**config.mk**
```make
export PLATFORM = sky130hd
export DESIGN_NAME = nnis_div
export DESIGN_NICKNAME = d
export VERILOG_FILES = /design/src/nearest_neighbor_image_scaler_defines.svh /design/src/nnis_pkg.sv /design/src/nnis_div.sv
export SDC_FILE = /design/constraint.sdc
export NUM_CORES = 1
export LEC_CHECK = 0
export BUFFER_PORTS_ARGS = -buffer_cell sky130_fd_sc_hd__buf_2
export CAP_MARGIN = 20
export CORE_MARGIN = 1
export CORE_UTILIZATION = 49
export DETAILED_ROUTE_END_ITERATION = 8
export PLACE_DENSITY = 0.79
export SYNTH_ARGS = -nofsm -noshare
export SYNTH_HDL_FRONTEND = slang
export SYNTH_SLANG_ARGS = --single-unit
```
**constraint.sdc**
```tcl
create_clock -name clk_i -period 2.5 [get_ports clk_i]
set_input_delay 0.625 -clock clk_i [delete_from_list [all_inputs] [get_ports clk_i]]
set_output_delay 0.625 -clock clk_i [all_outputs]
set_load 0.01 [all_outputs]
```
**src/nearest_neighbor_image_scaler_defines.svh**
```systemverilog
// Assertion macros shared by the scaler RTL.
// Every macro expects clk_i and rst_ni in the scope where it is used.
`ifndef NEAREST_NEIGHBOR_IMAGE_SCALER_DEFINES_SVH
`define NEAREST_NEIGHBOR_IMAGE_SCALER_DEFINES_SVH

// Implication property checked on every clock edge outside reset
`define NNIS_ASSERT(label, prop, msg) \
  label: assert property (@(posedge clk_i) disable iff (!rst_ni) prop) else $error(msg);

// Condition that must never be seen outside reset
`define NNIS_ASSERT_NEVER(label, cond, msg) \
  label: assert property (@(posedge clk_i) disable iff (!rst_ni) !(cond)) else $error(msg);

`endif

```
**src/nnis_pkg.sv**
```systemverilog
// Shared types, widths and codes of the nearest-neighbor image scaler.
// No dependencies; every scaler module and the testbench import this package.
package nnis_pkg;

  // Default sizing of the block
  localparam int MAX_SRC_DIM         = 256;
  localparam int MAX_DST_DIM         = 1024;
  localparam int MAX_BYTES_PER_PIXEL = 4;

  // Field widths
  localparam int COORD_W   = 10;
  localparam int SRC_SZ_W  = 9;
  localparam int DST_SZ_W  = 11;
  localparam int BPP_W     = 3;
  localparam int PIX_W     = 32;
  localparam int PIX_BYTES = PIX_W / 8;
  localparam int MAP_W     = 8;
  localparam int OFF_W     = 22;

  // Divider: quotient never reaches the source size, so it fits its width
  localparam int QUOT_W  = SRC_SZ_W;
  localparam int DVD_W   = COORD_W + SRC_SZ_W;
  localparam int PROD_W  = COORD_W + DST_SZ_W;
  localparam int LIN_W   = PROD_W + 1;

  // Configuration port
  localparam int APB_AW = 5;
  localparam int APB_DW = 32;

  typedef enum logic {
    OP_WRITE = 1'b0,
    OP_READ  = 1'b1
  } op_e;

  typedef enum logic {
    STATUS_DONE  = 1'b0,
    STATUS_RANGE = 1'b1
  } status_e;

  typedef enum logic [2:0] {
    S_IDLE,
    S_CHECK,
    S_DIVX,
    S_DIVY,
    S_FIN
  } state_e;

  typedef struct packed {
    op_e                operation;
    logic [COORD_W-1:0] coord_x;
    logic [COORD_W-1:0] coord_y;
    logic [PIX_W-1:0]   pixel_in;
  } req_t;

  typedef struct packed {
    status_e            status;
    logic [PIX_W-1:0]   pixel_out;
    logic [MAP_W-1:0]   mapped_x;
    logic [MAP_W-1:0]   mapped_y;
    logic [OFF_W-1:0]   dest_byte_offset;
  } rsp_t;

  // Effective (clamped) configuration seen by the datapath
  typedef struct packed {
    logic [SRC_SZ_W-1:0] src_width;
    logic [SRC_SZ_W-1:0] src_height;
    logic [DST_SZ_W-1:0] dst_width;
    logic [DST_SZ_W-1:0] dst_height;
    logic [BPP_W-1:0]    bytes_per_pixel;
  } cfg_t;

endpackage

```
**src/nnis_div.sv**
```systemverilog
// Restoring divider, one quotient bit per cycle, for the coordinate mapping.
// Depends on nnis_pkg. Caller guarantees the quotient fits QUOT_W bits.
module nnis_div (
  input  logic                          clk_i,
  input  logic                          rst_ni,
  input  logic                          start_i,
  input  logic [nnis_pkg::DVD_W-1:0]    dividend_i,
  input  logic [nnis_pkg::DST_SZ_W-1:0] divisor_i,
  output logic                          busy_o,
  output logic                          done_o,
  output logic [nnis_pkg::QUOT_W-1:0]   quot_o
);
  import nnis_pkg::*;

  localparam int CntW = $clog2(QUOT_W + 1);

  logic [DST_SZ_W-1:0] rem_q, rem_d;
  logic [DST_SZ_W-1:0] dvs_q;
  logic [QUOT_W-1:0]   quo_q;
  logic [CntW-1:0]     cnt_q;
  logic                busy_q, done_q;
  logic [DST_SZ_W:0]   trial;
  logic                fits;

  // Shift in the next dividend bit and try the subtraction
  always_comb begin
    trial = {rem_q, quo_q[QUOT_W-1]};
    fits  = trial >= {1'b0, dvs_q};
    rem_d = fits ? DST_SZ_W'(trial - {1'b0, dvs_q}) : trial[DST_SZ_W-1:0];
  end

  // Sequence the iterations
  always_ff @(posedge clk_i or negedge rst_ni) begin
    if (!rst_ni) begin
      busy_q <= 1'b0;
      done_q <= 1'b0;
      cnt_q  <= '0;
    end else begin
      done_q <= 1'b0;
      if (start_i) begin
        busy_q <= 1'b1;
        cnt_q  <= CntW'(QUOT_W);
      end else if (busy_q) begin
        cnt_q <= cnt_q - 1'b1;
        if (cnt_q == CntW'(1)) begin
          busy_q <= 1'b0;
          done_q <= 1'b1;
        end
      end
    end
  end

  // Remainder and quotient; low dividend bits turn into quotient bits
  always_ff @(posedge clk_i) begin
    if (start_i) begin
      rem_q <= DST_SZ_W'(dividend_i[DVD_W-1:QUOT_W]);
      quo_q <= dividend_i[QUOT_W-1:0];
      dvs_q <= divisor_i;
    end else if (busy_q) begin
      rem_q <= rem_d;
      quo_q <= {quo_q[QUOT_W-2:0], fits};
    end
  end

  assign busy_o = busy_q;
  assign done_o = done_q;
  assign quot_o = quo_q;

endmodule

```
==> metrics <==
post-synthesis async set-or-reset flop share=about 16%; CTS H-tree lvls=2; RD Place Congestion=0.8824; Fill cells=334; Max VDD drop=0.0006138 V; pre-CTS setup slack=-0.04240 ns; Worst setup SP type=register; post-route ant nets=0; I/O Buffers=43; Pleak=approximately 1.2 nW; FF+latch count, synth=37; initial antenna violation count=0; cell area after synthesis=between 2000 and 2500 µm²; Tot Pwr=0.003099 W; Yosys top cell area share=a little over two fifths; Syn Nets=231; post-route insts no fill=296; WL per Instance=14.23 µm; Initial Util=between 50% and 60%; Syn Inst Count=184; setup ws final=0.08657 ns; Final HPWL DP=3.194 mm; first-pass GRT wire length=6.906 mm; Syn Area/Cell=11.57 µm²; vias=1588; RSZ-0062 raised after global routing=true; worst path required time=~2.6 ns; Die W=67.93 µm; EDFF count, synth=30; multi-input logic area=959.7 µm²; WP buf/inv=1; unique cell type count in the Yosys netlist=46; IO Count=between 40 and 50; Tightest Pin Transition=0.3706 ns; FMAX=~410 MHz; Worst-path clk slew=0.07 ns; CTS max path bufs=2; DIE HEIGHT=67.93 µm; # diodes=0; vias per cell=5.365; Num CTS Buffers=5; TNS Setup=0 ns; fin nets=292; Max Cap Violations=0; Final Max Slew Viols=0; Post-CTS Hold Buffers=0; Slew HR=75.29%; CTS tree=yes; Top FF cell, synth=edfxtp_1; drt initial violations=43; Arrival @ worst endpoint=2.46 ns; min Tclk post-route=~2.4 ns; Yosys warnings=0; Pwr Density=1192 nW/µm²; dpl cells=287; P&R area growth vs syn=22.09%; Routed WL=4.213 mm; Worst Skew=0.007631 ns; FF-to-FF setup slack=slightly below 0.09 ns; clock latency on the worst-skew pair=0.29 ns; vias in the first global route=1589; Register Area=1071 µm²; Die ar.=4614 µm²; status=finished clean; clock sink count=37; final setup fails=0; Top delay family on crit path=compound AO/OA/AOI/OAI gates; number of remaining DRC errors=0; gr ovfl total=0; dominant cells by area after synthesis=edfxtp_1 42%, ha_1 7.6%, dfrtp_1 7.1%; GRT Resource Usage Total=20.72%; CP Max Fanout=10; Crit path largest cell delay=0.42 ns; crit path cell chain=ha_4 > fa_2 > nor2b_4 > o31a_1 > o41ai_4 > a21o_1 > buf_12 > and3_2 > a221o_1; root buf cell=clkbuf_8; Finished Core Util=between 60 and 70%; fin crit share=a little over nine tenths; Hold WC Path Type=input pin to async pin; Fin. Hold Viols=0; WS Path Type=register to register; FP Rows=23; largest net degree at the start of global routing=31; drt pass-1 iters=4; CP endpoint kind=register; post-synth top area cell=edfxtp_1; sequential-to-total area share from yosys stat=50.29%; layout cells sized above 1=34.15%; Core Region=about 4100 µm²; slowest CP cell=edfxtp_1
## sequential cells by signal (all words and copies together), names as in the netlist
signal and cells:
dvs_q 11, rem_q 11, quot_o 9, cnt_q 4, busy_o 1, done_o 1
## Yosys cell counts, types with 4 or more instances
master and number:
a21oi_1 8, clkbuf_1 4, dfrtp_1 6, edfxtp_1 30, ha_1 13, inv_1 17
mux2_2 11, mux2i_1 6, nand2_1 16, nor2_1 16, o21a_1 4, o21ai_0 6
xnor2_1 6
## report_power, final
part           internal [W]  total (W)  switching [W]  leakage (nW)
clock              0.000194   0.000392       0.000198        0.0399
combinational      0.000885    0.00168       0.000797         0.755
sequential         0.000902    0.00103       0.000123         0.385
total               0.00198    0.00310        0.00112          1.18
## what timing repair did
| action | CTS | global route |
|---|---|---|
| setup endpoints to repair | 3 | 9 |
| pin swaps | 3 | 3 |
| setup buffers | 1 | 0 |
| gates resized for setup | 4 | 1 |
## layout by cell type (no fill, tap or decap), types with 2 or more instances in the layout
master | synthesis | routed
buf_4 | 0 | 17
xnor2_1 | 6 | 6
xor2_1 | 3 | 3
o21a_1 | 4 | 4
nand3_1 | 3 | 3
buf_2 | 0 | 43
a21oi_1 | 8 | 8
clkbuf_1 | 4 | 2
inv_1 | 17 | 16
nor2_1 | 16 | 16
ha_1 | 13 | 12
o21ai_0 | 6 | 5
o31a_1 | 2 | 2
mux2i_1 | 6 | 6
a21o_1 | 2 | 2
dfrtp_1 | 6 | 6
mux2_2 | 11 | 11
nor4_1 | 2 | 2
clkbuf_8 | 0 | 5
nor3_1 | 2 | 2
edfxtp_1 | 30 | 30
nand2_1 | 16 | 16
## logic make-up after synthesis
logic type / synth area share, %
fa+ha+maj: 8.578
compound gates: 13.22
xor+xnor: 3.702
simple gates: 10.22
mux: 8.637
flops: 50.29
buf+inv: 5.346
## metrics by stage
stage,area [µm²],hold slack (ns)
floorplan,2130,0.3294
global placement,2497,0.4538
detailed placement,2497,0.4547
CTS,2600,0.1405
global route,2600,0.1396
finish,2600,0.1454
## routing by layer
| layer | up-vias | global-route usage, % | routed length [µm] |
|---|---|---|---|
| met5 | - | 0 | 0 |
| met4 | 0 | 8.333 | 78 |
| met3 | 9 | 5.833 | 227 |
| met2 | 52 | 35.66 | 1998 |
| met1 | 725 | 24.05 | 1909 |
| li1 | 802 | - | - |
## area by class of cell
| class | count | share of cell area [%] |
|---|---|---|
| tap | 50 | 2.406 |
| clock buffer | 7 | 2.936 |
| timing repair buffer | 61 | 13.96 |
| sequential | 37 | 41.19 |
| multi-input combinational | 123 | 36.91 |
| clock inverter | 1 | 0.1444 |
| inverter | 17 | 2.454 |
## worst paths after layout
check | endpoint | start | cells past startpoint
min | cnt_q[2] | rst_ni | 1
min in group clk_i | dvs_q[6] | divisor_i[6] | 1
max reg2reg | rem_q[5] | dvs_q[0] | 9
max in group asynchronous | busy_o | rst_ni | 1
max | rem_q[5] | dvs_q[0] | 9
min reg2reg | cnt_q[3] | cnt_q[3] | 2
No activity file was read; power rests on OpenSTA's default activity.
