File: config.mk
export PLATFORM = sky130hd
export DESIGN_NAME = nnis_cfg_regs
export DESIGN_NICKNAME = d
export VERILOG_FILES = /design/src/nearest_neighbor_image_scaler_defines.svh /design/src/nnis_pkg.sv /design/src/nnis_cfg_regs.sv
export SDC_FILE = /design/constraint.sdc
export NUM_CORES = 1
export LEC_CHECK = 0
export ABC_AREA = 1
export BUFFER_PORTS_ARGS = -buffer_cell sky130_fd_sc_hd__buf_2
export CELL_PAD_IN_SITES_DETAIL_PLACEMENT = 0
export CELL_PAD_IN_SITES_GLOBAL_PLACEMENT = 1
export CORE_ASPECT_RATIO = 2
export CORE_MARGIN = 10
export CORE_UTILIZATION = 29
export CTS_CLUSTER_SIZE = 8
export DETAILED_ROUTE_END_ITERATION = 16
export GPL_ROUTABILITY_DRIVEN = 1
export PLACE_DENSITY_LB_ADDON = 0.1
export RECOVER_POWER = 25
export REMOVE_ABC_BUFFERS = 1
export SYNTH_ARGS = -nofsm -noshare
export SYNTH_HDL_FRONTEND = slang
export SYNTH_SLANG_ARGS = --single-unit
File: constraint.sdc
create_clock -name clk_i -period 1.05 [get_ports clk_i]
set_input_delay 0.0525 -clock clk_i [delete_from_list [all_inputs] [get_ports clk_i]]
set_output_delay 0.0525 -clock clk_i [all_outputs]
set_load 0.01 [all_outputs]
File: src/nearest_neighbor_image_scaler_defines.svh
// Assertion macros shared by the scaler RTL.
// Every macro expects clk_i and rst_ni in the scope where it is used.
`ifndef NEAREST_NEIGHBOR_IMAGE_SCALER_DEFINES_SVH
`define NEAREST_NEIGHBOR_IMAGE_SCALER_DEFINES_SVH

// Implication property checked on every clock edge outside reset
`define NNIS_ASSERT(label, prop, msg) \
  label: assert property (@(posedge clk_i) disable iff (!rst_ni) prop) else $error(msg);

// Condition that must never be seen outside reset
`define NNIS_ASSERT_NEVER(label, cond, msg) \
  label: assert property (@(posedge clk_i) disable iff (!rst_ni) !(cond)) else $error(msg);

`endif

File: src/nnis_pkg.sv
// Shared types, widths and codes of the nearest-neighbor image scaler.
// No dependencies; every scaler module and the testbench import this package.
package nnis_pkg;

  // Default sizing of the block
  localparam int MAX_SRC_DIM         = 256;
  localparam int MAX_DST_DIM         = 1024;
  localparam int MAX_BYTES_PER_PIXEL = 4;

  // Field widths
  localparam int COORD_W   = 10;
  localparam int SRC_SZ_W  = 9;
  localparam int DST_SZ_W  = 11;
  localparam int BPP_W     = 3;
  localparam int PIX_W     = 32;
  localparam int PIX_BYTES = PIX_W / 8;
  localparam int MAP_W     = 8;
  localparam int OFF_W     = 22;

  // Divider: quotient never reaches the source size, so it fits its width
  localparam int QUOT_W  = SRC_SZ_W;
  localparam int DVD_W   = COORD_W + SRC_SZ_W;
  localparam int PROD_W  = COORD_W + DST_SZ_W;
  localparam int LIN_W   = PROD_W + 1;

  // Configuration port
  localparam int APB_AW = 5;
  localparam int APB_DW = 32;

  typedef enum logic {
    OP_WRITE = 1'b0,
    OP_READ  = 1'b1
  } op_e;

  typedef enum logic {
    STATUS_DONE  = 1'b0,
    STATUS_RANGE = 1'b1
  } status_e;

  typedef enum logic [2:0] {
    S_IDLE,
    S_CHECK,
    S_DIVX,
    S_DIVY,
    S_FIN
  } state_e;

  typedef struct packed {
    op_e                operation;
    logic [COORD_W-1:0] coord_x;
    logic [COORD_W-1:0] coord_y;
    logic [PIX_W-1:0]   pixel_in;
  } req_t;

  typedef struct packed {
    status_e            status;
    logic [PIX_W-1:0]   pixel_out;
    logic [MAP_W-1:0]   mapped_x;
    logic [MAP_W-1:0]   mapped_y;
    logic [OFF_W-1:0]   dest_byte_offset;
  } rsp_t;

  // Effective (clamped) configuration seen by the datapath
  typedef struct packed {
    logic [SRC_SZ_W-1:0] src_width;
    logic [SRC_SZ_W-1:0] src_height;
    logic [DST_SZ_W-1:0] dst_width;
    logic [DST_SZ_W-1:0] dst_height;
    logic [BPP_W-1:0]    bytes_per_pixel;
  } cfg_t;

endpackage

File: src/nnis_cfg_regs.sv
// APB-style configuration registers and their clamped effective values.
// Depends on nnis_pkg.
module nnis_cfg_regs #(
  parameter int MaxSrcDim       = nnis_pkg::MAX_SRC_DIM,
  parameter int MaxDstDim       = nnis_pkg::MAX_DST_DIM,
  parameter int MaxBytesPerPixel = nnis_pkg::MAX_BYTES_PER_PIXEL
) (
  input  logic                        clk_i,
  input  logic                        rst_ni,
  input  logic                        psel,
  input  logic                        penable,
  input  logic                        pwrite,
  input  logic [nnis_pkg::APB_AW-1:0] paddr,
  input  logic [nnis_pkg::APB_DW-1:0] pwdata,
  output logic [nnis_pkg::APB_DW-1:0] prdata,
  output logic                        pready,
  output nnis_pkg::cfg_t              cfg_o
);
  import nnis_pkg::*;

  localparam logic [2:0] REG_SRC_WIDTH  = 3'd0;
  localparam logic [2:0] REG_SRC_HEIGHT = 3'd1;
  localparam logic [2:0] REG_DST_WIDTH  = 3'd2;
  localparam logic [2:0] REG_DST_HEIGHT = 3'd3;
  localparam logic [2:0] REG_BPP        = 3'd4;

  logic [SRC_SZ_W-1:0] src_width_q, src_height_q;
  logic [DST_SZ_W-1:0] dst_width_q, dst_height_q;
  logic [BPP_W-1:0]    bpp_q;
  logic [2:0]          reg_idx;
  logic                wr_en;

  assign reg_idx = paddr[4:2];
  assign wr_en   = psel && penable && pwrite;
  assign pready  = 1'b1;

  // Write the addressed register at the end of the access phase
  always_ff @(posedge clk_i or negedge rst_ni) begin
    if (!rst_ni) begin
      src_width_q  <= SRC_SZ_W'(256);
      src_height_q <= SRC_SZ_W'(256);
      dst_width_q  <= DST_SZ_W'(256);
      dst_height_q <= DST_SZ_W'(256);
      bpp_q        <= BPP_W'(4);
    end else if (wr_en) begin
      unique case (reg_idx)
        REG_SRC_WIDTH:  src_width_q  <= pwdata[SRC_SZ_W-1:0];
        REG_SRC_HEIGHT: src_height_q <= pwdata[SRC_SZ_W-1:0];
        REG_DST_WIDTH:  dst_width_q  <= pwdata[DST_SZ_W-1:0];
        REG_DST_HEIGHT: dst_height_q <= pwdata[DST_SZ_W-1:0];
        REG_BPP:        bpp_q        <= pwdata[BPP_W-1:0];
        default: ;
      endcase
    end
  end

  // Return the stored bits on a read
  always_comb begin
    unique case (reg_idx)
      REG_SRC_WIDTH:  prdata = APB_DW'(src_width_q);
      REG_SRC_HEIGHT: prdata = APB_DW'(src_height_q);
      REG_DST_WIDTH:  prdata = APB_DW'(dst_width_q);
      REG_DST_HEIGHT: prdata = APB_DW'(dst_height_q);
      REG_BPP:        prdata = APB_DW'(bpp_q);
      default:        prdata = '0;
    endcase
  end

  // Clamp each size into its legal range; zero acts as one
  always_comb begin
    cfg_o = '0;
    if (src_width_q == '0) cfg_o.src_width = SRC_SZ_W'(1);
    else if (32'(src_width_q) > MaxSrcDim) cfg_o.src_width = SRC_SZ_W'(MaxSrcDim);
    else cfg_o.src_width = src_width_q;

    if (src_height_q == '0) cfg_o.src_height = SRC_SZ_W'(1);
    else if (32'(src_height_q) > MaxSrcDim) cfg_o.src_height = SRC_SZ_W'(MaxSrcDim);
    else cfg_o.src_height = src_height_q;

    if (dst_width_q == '0) cfg_o.dst_width = DST_SZ_W'(1);
    else if (32'(dst_width_q) > MaxDstDim) cfg_o.dst_width = DST_SZ_W'(MaxDstDim);
    else cfg_o.dst_width = dst_width_q;

    if (dst_height_q == '0) cfg_o.dst_height = DST_SZ_W'(1);
    else if (32'(dst_height_q) > MaxDstDim) cfg_o.dst_height = DST_SZ_W'(MaxDstDim);
    else cfg_o.dst_height = dst_height_q;

    if (bpp_q == '0) cfg_o.bytes_per_pixel = BPP_W'(1);
    else if (32'(bpp_q) > MaxBytesPerPixel) cfg_o.bytes_per_pixel = BPP_W'(MaxBytesPerPixel);
    else cfg_o.bytes_per_pixel = bpp_q;
  end

endmodule

==> qor.csv, run 1 <==
stage,metric,value,unit
logic_synthesis,synth-xor-area-share,0,%
floorplanning,die_w,87.2,µm
setup_path,cp-start-kind,flip-flop,
logic_synthesis,syn_avg_cell_area,7.45,µm²
grt,grt_max_degree,44,
setup_path,r2r-start,dst_height_q[8],
logic_synthesis,async_reset_ff_share,100,%
sta,skew,0,ps
setup_path,worstPathMaxFanout,6,
min_path,hold_start,pwdata[8],
placement,numPortBuffers,72,
sta,relSlewSlack,56.7,%
clock_network,numCtsBuffers,5,
clock_network,htreeDepth,2,
layout,drive_above_1_share,49.7,%
min_path,hp-class,primary input to flip-flop,
min_path,min_to,src_height_q[8],
logic_synthesis,synth_cells,352,
setup_path,crit_required,1000,ps
logic_synthesis,ys_seq_area_share,41.3,%
floorplanning,start_util,29.5,%
logic_synthesis,synth-seq-cells,43,
detailed_routing,dr_total_vias,2634,
grt,overflow,0,
floorplanning,std_cell_rows,49,
sta,worst_pin_slew,650,ps
sta,hold_violations,0,
detailed_routing,dr.pass1.iters,4,
sta,setup_ws,-510,ps
detailed_routing,ant_nets,0,
placement,place_area,3440,µm²
clock_network,cts-root-buf,clkbuf_16,
setup_path,startpoint,dst_width_q[8],
clock_network,cts_tree,built,
placement,dp_hpwl,7660,µm
placement,dp_slack,-421,ps
setup_path,r2r_end,dst_height_q[8],
status,violations,negative setup slack,
floorplanning,die_area,13500,µm²
logic_synthesis,synth-simple-area-share,30.1,%
grt,antenna_found_initial,0,
grt,grtUsageTotal,14.1,%
layout,diodes,0,
logic_synthesis,synth_compound_area_share,12.0,%
job,maxCapViolations,0,
detailed_routing,drc,0,
detailed_routing,drt_iter0_markers,112,
clock_network,clock_sinks,43,
layout,fin_cells,597,
logic_synthesis,yosys-mux-area-fraction,0,%
placement,gp_routability_congestion,0.775,
setup_path,worstPathArrival,1510,ps
layout,finish.utilization,46.5,%
layout,fin_area,4140,µm²
setup_path,rrSetupSlack,130,ps
sta,layout_min_cycle_time,1560,ps
layout,nets,536,
power,p_per_area,1810,nW/µm²
detailed_routing,via_per_inst,4.41,
logic_synthesis,ys_types,24,
sta,max_freq,0.641,GHz
detailed_routing,drt_wl_total,9510,µm
logic_synthesis,synth-edff-count,0,
setup_path,rr_worst_depth,3,
sta,rsz0062_at_grt,true,
power,power,7.49,mW
sta,final.period_utilization,149,%
status,status,"complete, but fails checks",
logic_synthesis,synth_ff_type,dfrtp_1,
logic_synthesis,syn_area,2620,µm²
setup_path,criticalPathCategory,flip-flop to output port,
logic_synthesis,ys_warn_count,0,
layout,area_growth,57.8,%
floorplanning,die_h,154,µm
setup_path,critPathCaptureType,output port,
sta,whs,50.6,ps
power,vdd_ir_drop_max,0.000920,V
clock_network,clkTransAtPathRegs,60,ps
detailed_routing,routedWlPerCell,15.9,µm
grt,grt_pass1_vias,2747,
grt,grt_pass1_wl,14600,µm
logic_synthesis,synth_top_family_by_area,simple AND/OR/NAND/NOR gates,
min_path,min_path_cells,3,
logic_synthesis,synthAdderAreaFrac,0,%
floorplanning,core_area,8890,µm²
floorplanning,io_pins,118,
sta,fin_tns_setup,-14200,ps
clock_network,clock_latency,280,ps
sta,setup_violations,52,
clock_network,clockBufferDepth,2,
sta,slew_violations,0,
placement,place_inst,573,
power,power.leakage,2.09,nW
[cells in the mapped netlist, types with 2 or more instances]
library cell | number | share of area (%)
conb_1 | 2 | 0.29
nand4_1 | 6 | 1.4
nand3_4 | 3 | 2.0
nand3_1 | 14 | 2.7
dfstp_2 | 5 | 5.0
buf_4 | 23 | 6.6
nor2_1 | 58 | 8.3
nand2_2 | 2 | 0.48
dfrtp_1 | 38 | 36
o21ai_0 | 31 | 5.9
nor2_4 | 3 | 1.3
inv_1 | 48 | 6.9
clkbuf_1 | 5 | 0.72
nand2_1 | 81 | 12
o21ai_1 | 9 | 1.7
o22ai_1 | 2 | 0.48
buf_6 | 4 | 1.7
o21ai_2 | 11 | 3.7
nor2_8 | 2 | 1.5
[layout by cell type (no fill, tap or decap), types with 7 or more instances in the layout]
cell      n
dfrtp_1  38
buf_4    43
nand3_2   8
nor2_4   13
buf_6    36
conb_1   22
nor2_1   32
buf_2    61
o21ai_2  17
nand3_1   7
o21ai_1  11
inv_1    38
nand2_1  68
o21ai_0  23
nand2_2  13
nor2_2   16
[report_power, final]
part	switching [mW]	total [mW]	internal, mW
Combinational	1.74	3.46	1.72
Sequential	0.286	2.37	2.08
Clock	0.645	1.66	1.01
Total	2.67	7.49	4.81
[critical path, cell delays in order, from the launching register on]
cell	delay [ps]
dfstp_2	540
inv_2	40
nand3_2	100
nor2_4	50
nor2_2	130
buf_6	170
nor2_1	50
buf_2	130
[sequential cells by signal (all words and copies together), names as in the netlist]
name          cells
dst_width_q      11
src_width_q       9
src_height_q      9
dst_height_q     11
bpp_q             3
[metal layers]
layer	vias to the layer above	part of all wire, %	global-route usage [%]
met2	64	57	26.6
met1	1226	34	13.9
met3	10	6.0	3.21
met5	-	0	0
met4	0	2.2	5.42
li1	1334	-	-
[cells by family after synthesis]
family / Yosys count
simple gates: 171
buf+inv: 82
compound gates: 54
flops: 43
other cells: 2
[worst max path at each step]
stage                      to  slack [ps]
global placement     cfg_o[4]        -420
detailed placement   cfg_o[4]        -420
finish              cfg_o[21]        -510
global route        cfg_o[21]        -590
CTS                 cfg_o[20]        -510
floorplan           cfg_o[15]        -100
[layout make-up]
type / instances / area (µm²)
fill: 910 / 4750
multi-input combinational: 247 / 1420
inverter: 49 / 200
clock buffer: 8 / 156
timing repair buffer: 148 / 1150
sequential: 43 / 1080
tap: 102 / 128
[what timing repair did]
action                                  4_1_cts  5_1_grt
gates resized for setup                      73       57
endpoints found under the setup margin       52       53
hold buffers                                  3        0
hold endpoints to repair                     44        0
buffers inserted                              7       15
pin swaps                                    33       24
(Power assumes the default switching activity.)
==> run 2: changes to the inputs <==
--- a/config.mk
+++ b/config.mk
@@ -12,6 +12,7 @@
 export CORE_ASPECT_RATIO = 2
 export CORE_MARGIN = 10
 export CORE_UTILIZATION = 29
+export CTS_BUF_LIST = sky130_fd_sc_hd__clkbuf_16
 export CTS_CLUSTER_SIZE = 8
 export DETAILED_ROUTE_END_ITERATION = 16
 export GPL_ROUTABILITY_DRIVEN = 1
==> run 2 against run 1 <==
  * The flow still finishes with violations (negative setup slack)
  * Design area is 0.48% lower
  * Cell count stayed put
  * Wire length down 0.56%
  * Non-clock buffer count unchanged
==> qor.csv, run 2 (synthesis results as in run 1) <==
stage,metric,value,unit
status,status,"complete, but fails checks",
status,violations,negative setup slack,
layout,diodes,0,
setup_path,critPathCaptureType,output port,
layout,seq_area,1080,µm²
detailed_routing,ant_nets,0,
layout,most-common-layout-cells,"68 x nand2_1, 61 x buf_2, 43 x buf_4",
layout,finish.utilization,46.3,%
power,p_per_area,1780,nW/µm²
power,p_seq_share,32.3,%
placement,gp_routability_congestion,0.775,
power,power.leakage,2.08,nW
min_path,hp-class,primary input to flip-flop,
clock_network,numCtsBuffers,5,
clock_network,htreeDepth,2,
power,p_int,4.66,mW
detailed_routing,drt_iter0_markers,106,
layout,nets,536,
layout,layout.cells.most_common,nand2_1,
setup_path,max_stage_delay,540,ps
floorplanning,std_cell_rows,49,
detailed_routing,dr_total_vias,2630,
detailed_routing,dr.pass1.iters,4,
clock_network,clock_sinks,43,
setup_path,worstPathMaxFanout,6,
grt,antenna_found_initial,0,
sta,hold_violations,0,
layout,fin_cells,597,
floorplanning,die_w,87.2,µm
power,vdd_ir_drop_max,0.000902,V
placement,place_area,3440,µm²
floorplanning,start_util,29.5,%
layout,area_growth,57.0,%
detailed_routing,drt_wl_total,9450,µm
clock_network,cts-root-buf,clkbuf_16,
power,clockPowerShare,20.6,%
power,p_comb_share,47.2,%
clock_network,clkTransAtPathRegs,60,ps
power,switching_share,36.5,%
placement,dp_hpwl,7660,µm
detailed_routing,via_per_inst,4.41,
detailed_routing,routedWlPerCell,15.8,µm
floorplanning,die_area,13500,µm²
grt,overflow,0,
sta,relSlewSlack,56.7,%
setup_path,criticalPathCategory,flip-flop to output port,
setup_path,cp-start-kind,flip-flop,
power,p_switching,2.67,mW
sta,setup_violations,52,
sta,slew_violations,0,
grt,grt_pass1_vias,2740,
job,maxCapViolations,0,
sta,layout_min_cycle_time,1560,ps
layout,reg_top3,"dst_height_q x11, dst_width_q x11",
grt,grt_max_degree,44,
placement,place_inst,573,
sta,whs,41.3,ps
clock_network,clock_latency,280,ps
layout,fin_area,4120,µm²
grt,grt_pass1_wl,14600,µm
layout,drive_above_1_share,49.3,%
clock_network,cts_tree,built,
sta,setup_ws,-511,ps
floorplanning,die_h,154,µm
setup_path,crit_required,1000,ps
clock_network,clockBufferDepth,2,
setup_path,worstPathArrival,1510,ps
setup_path,slowest_stage,dfstp_2,
layout,multi_input_area,1420,µm²
sta,max_freq,0.641,GHz
setup_path,path_cells,inv_2 > nand3_2 > nor2_4 > nor2_2 > buf_6 > nor2_1 > buf_2,
floorplanning,io_pins,118,
detailed_routing,drc,0,
floorplanning,core_area,8890,µm²
sta,rsz0062_at_grt,true,
grt,grtUsageTotal,14.1,%
layout,nFillCells,909,
placement,numPortBuffers,72,
sta,worst_pin_slew,649,ps
sta,skew,0,ps
sta,final.period_utilization,149,%
==> run 2: layer usage <==
metal  GRT usage, %  vias to the layer above  wire, µm
li1               -                     1335         -
met1           13.9                     1215      3230
met2           26.6                       69      5420
met3           3.37                       11       585
met4           5.65                        0       219
met5              0                        -         0
==> run 2: worst paths after layout <==
path	from	to	slack [ps]	depth (start not counted)
worst min-delay path	pwdata[8]	src_height_q[8]	40	3
worst min register to register	src_height_q[8]	src_height_q[8]	560	2
max in group asynchronous	rst_ni	dst_height_q[9]	170	3
worst max register to register	dst_height_q[8]	dst_height_q[8]	130	3
min in group asynchronous	rst_ni	src_height_q[1]	430	3
worst max-delay path	dst_width_q[8]	cfg_o[21]	-510	7
==> run 2: metrics by stage <==
| step | setup WS [ps] | power (mW) | TNS [ps] |
|---|---|---|---|
| 6_report | -511 | 7.33 | -14250 |
| 4_1_cts | -516 | 7.05 | -14590 |
| 5_1_grt | -590 | 7.83 | -17700 |
| 3_5_place_dp | -421 | 5.10 | -5350 |
| 3_3_place_gp | -422 | 5.08 | -5350 |
| 2_1_floorplan | -105 | 3.46 | -1550 |
==> run 2: final cells by class <==
class,instances,area share (%)
Multi-Input combinational cell,247,34.4
Timing Repair Buffer,148,28.0
Sequential cell,43,26.3
Inverter,49,4.86
Tap cell,102,3.10
Clock buffer,5,3.04
Clock inverter,3,0.274
==> run 2: power groups by stage <==
stage	Clock [mW]	Combinational, mW	Sequential, mW
after floorplan	0	1.12	2.34
after global placement	0	2.76	2.32
after detailed placement	0	2.76	2.34
after CTS	1.55	3.16	2.34
after global routing	1.61	3.80	2.41
final	1.51	3.46	2.37
==> run 2: repair_timing <==
action                                  in CTS  in global routing
pin swaps                                   33                 25
hold buffers                                 3                  0
endpoints found under the setup margin      52                 53
endpoints found under the hold margin       46                  0
buffers inserted                             7                 15
resized for setup                           73                 57
==> run 2: critical path, delay by kind of cell (launching register included) <==
kind                   cells  cell delay [ps]
flip-flops                 1              540
AND/OR/NAND/NOR            4              340
buffers and inverters      3              340
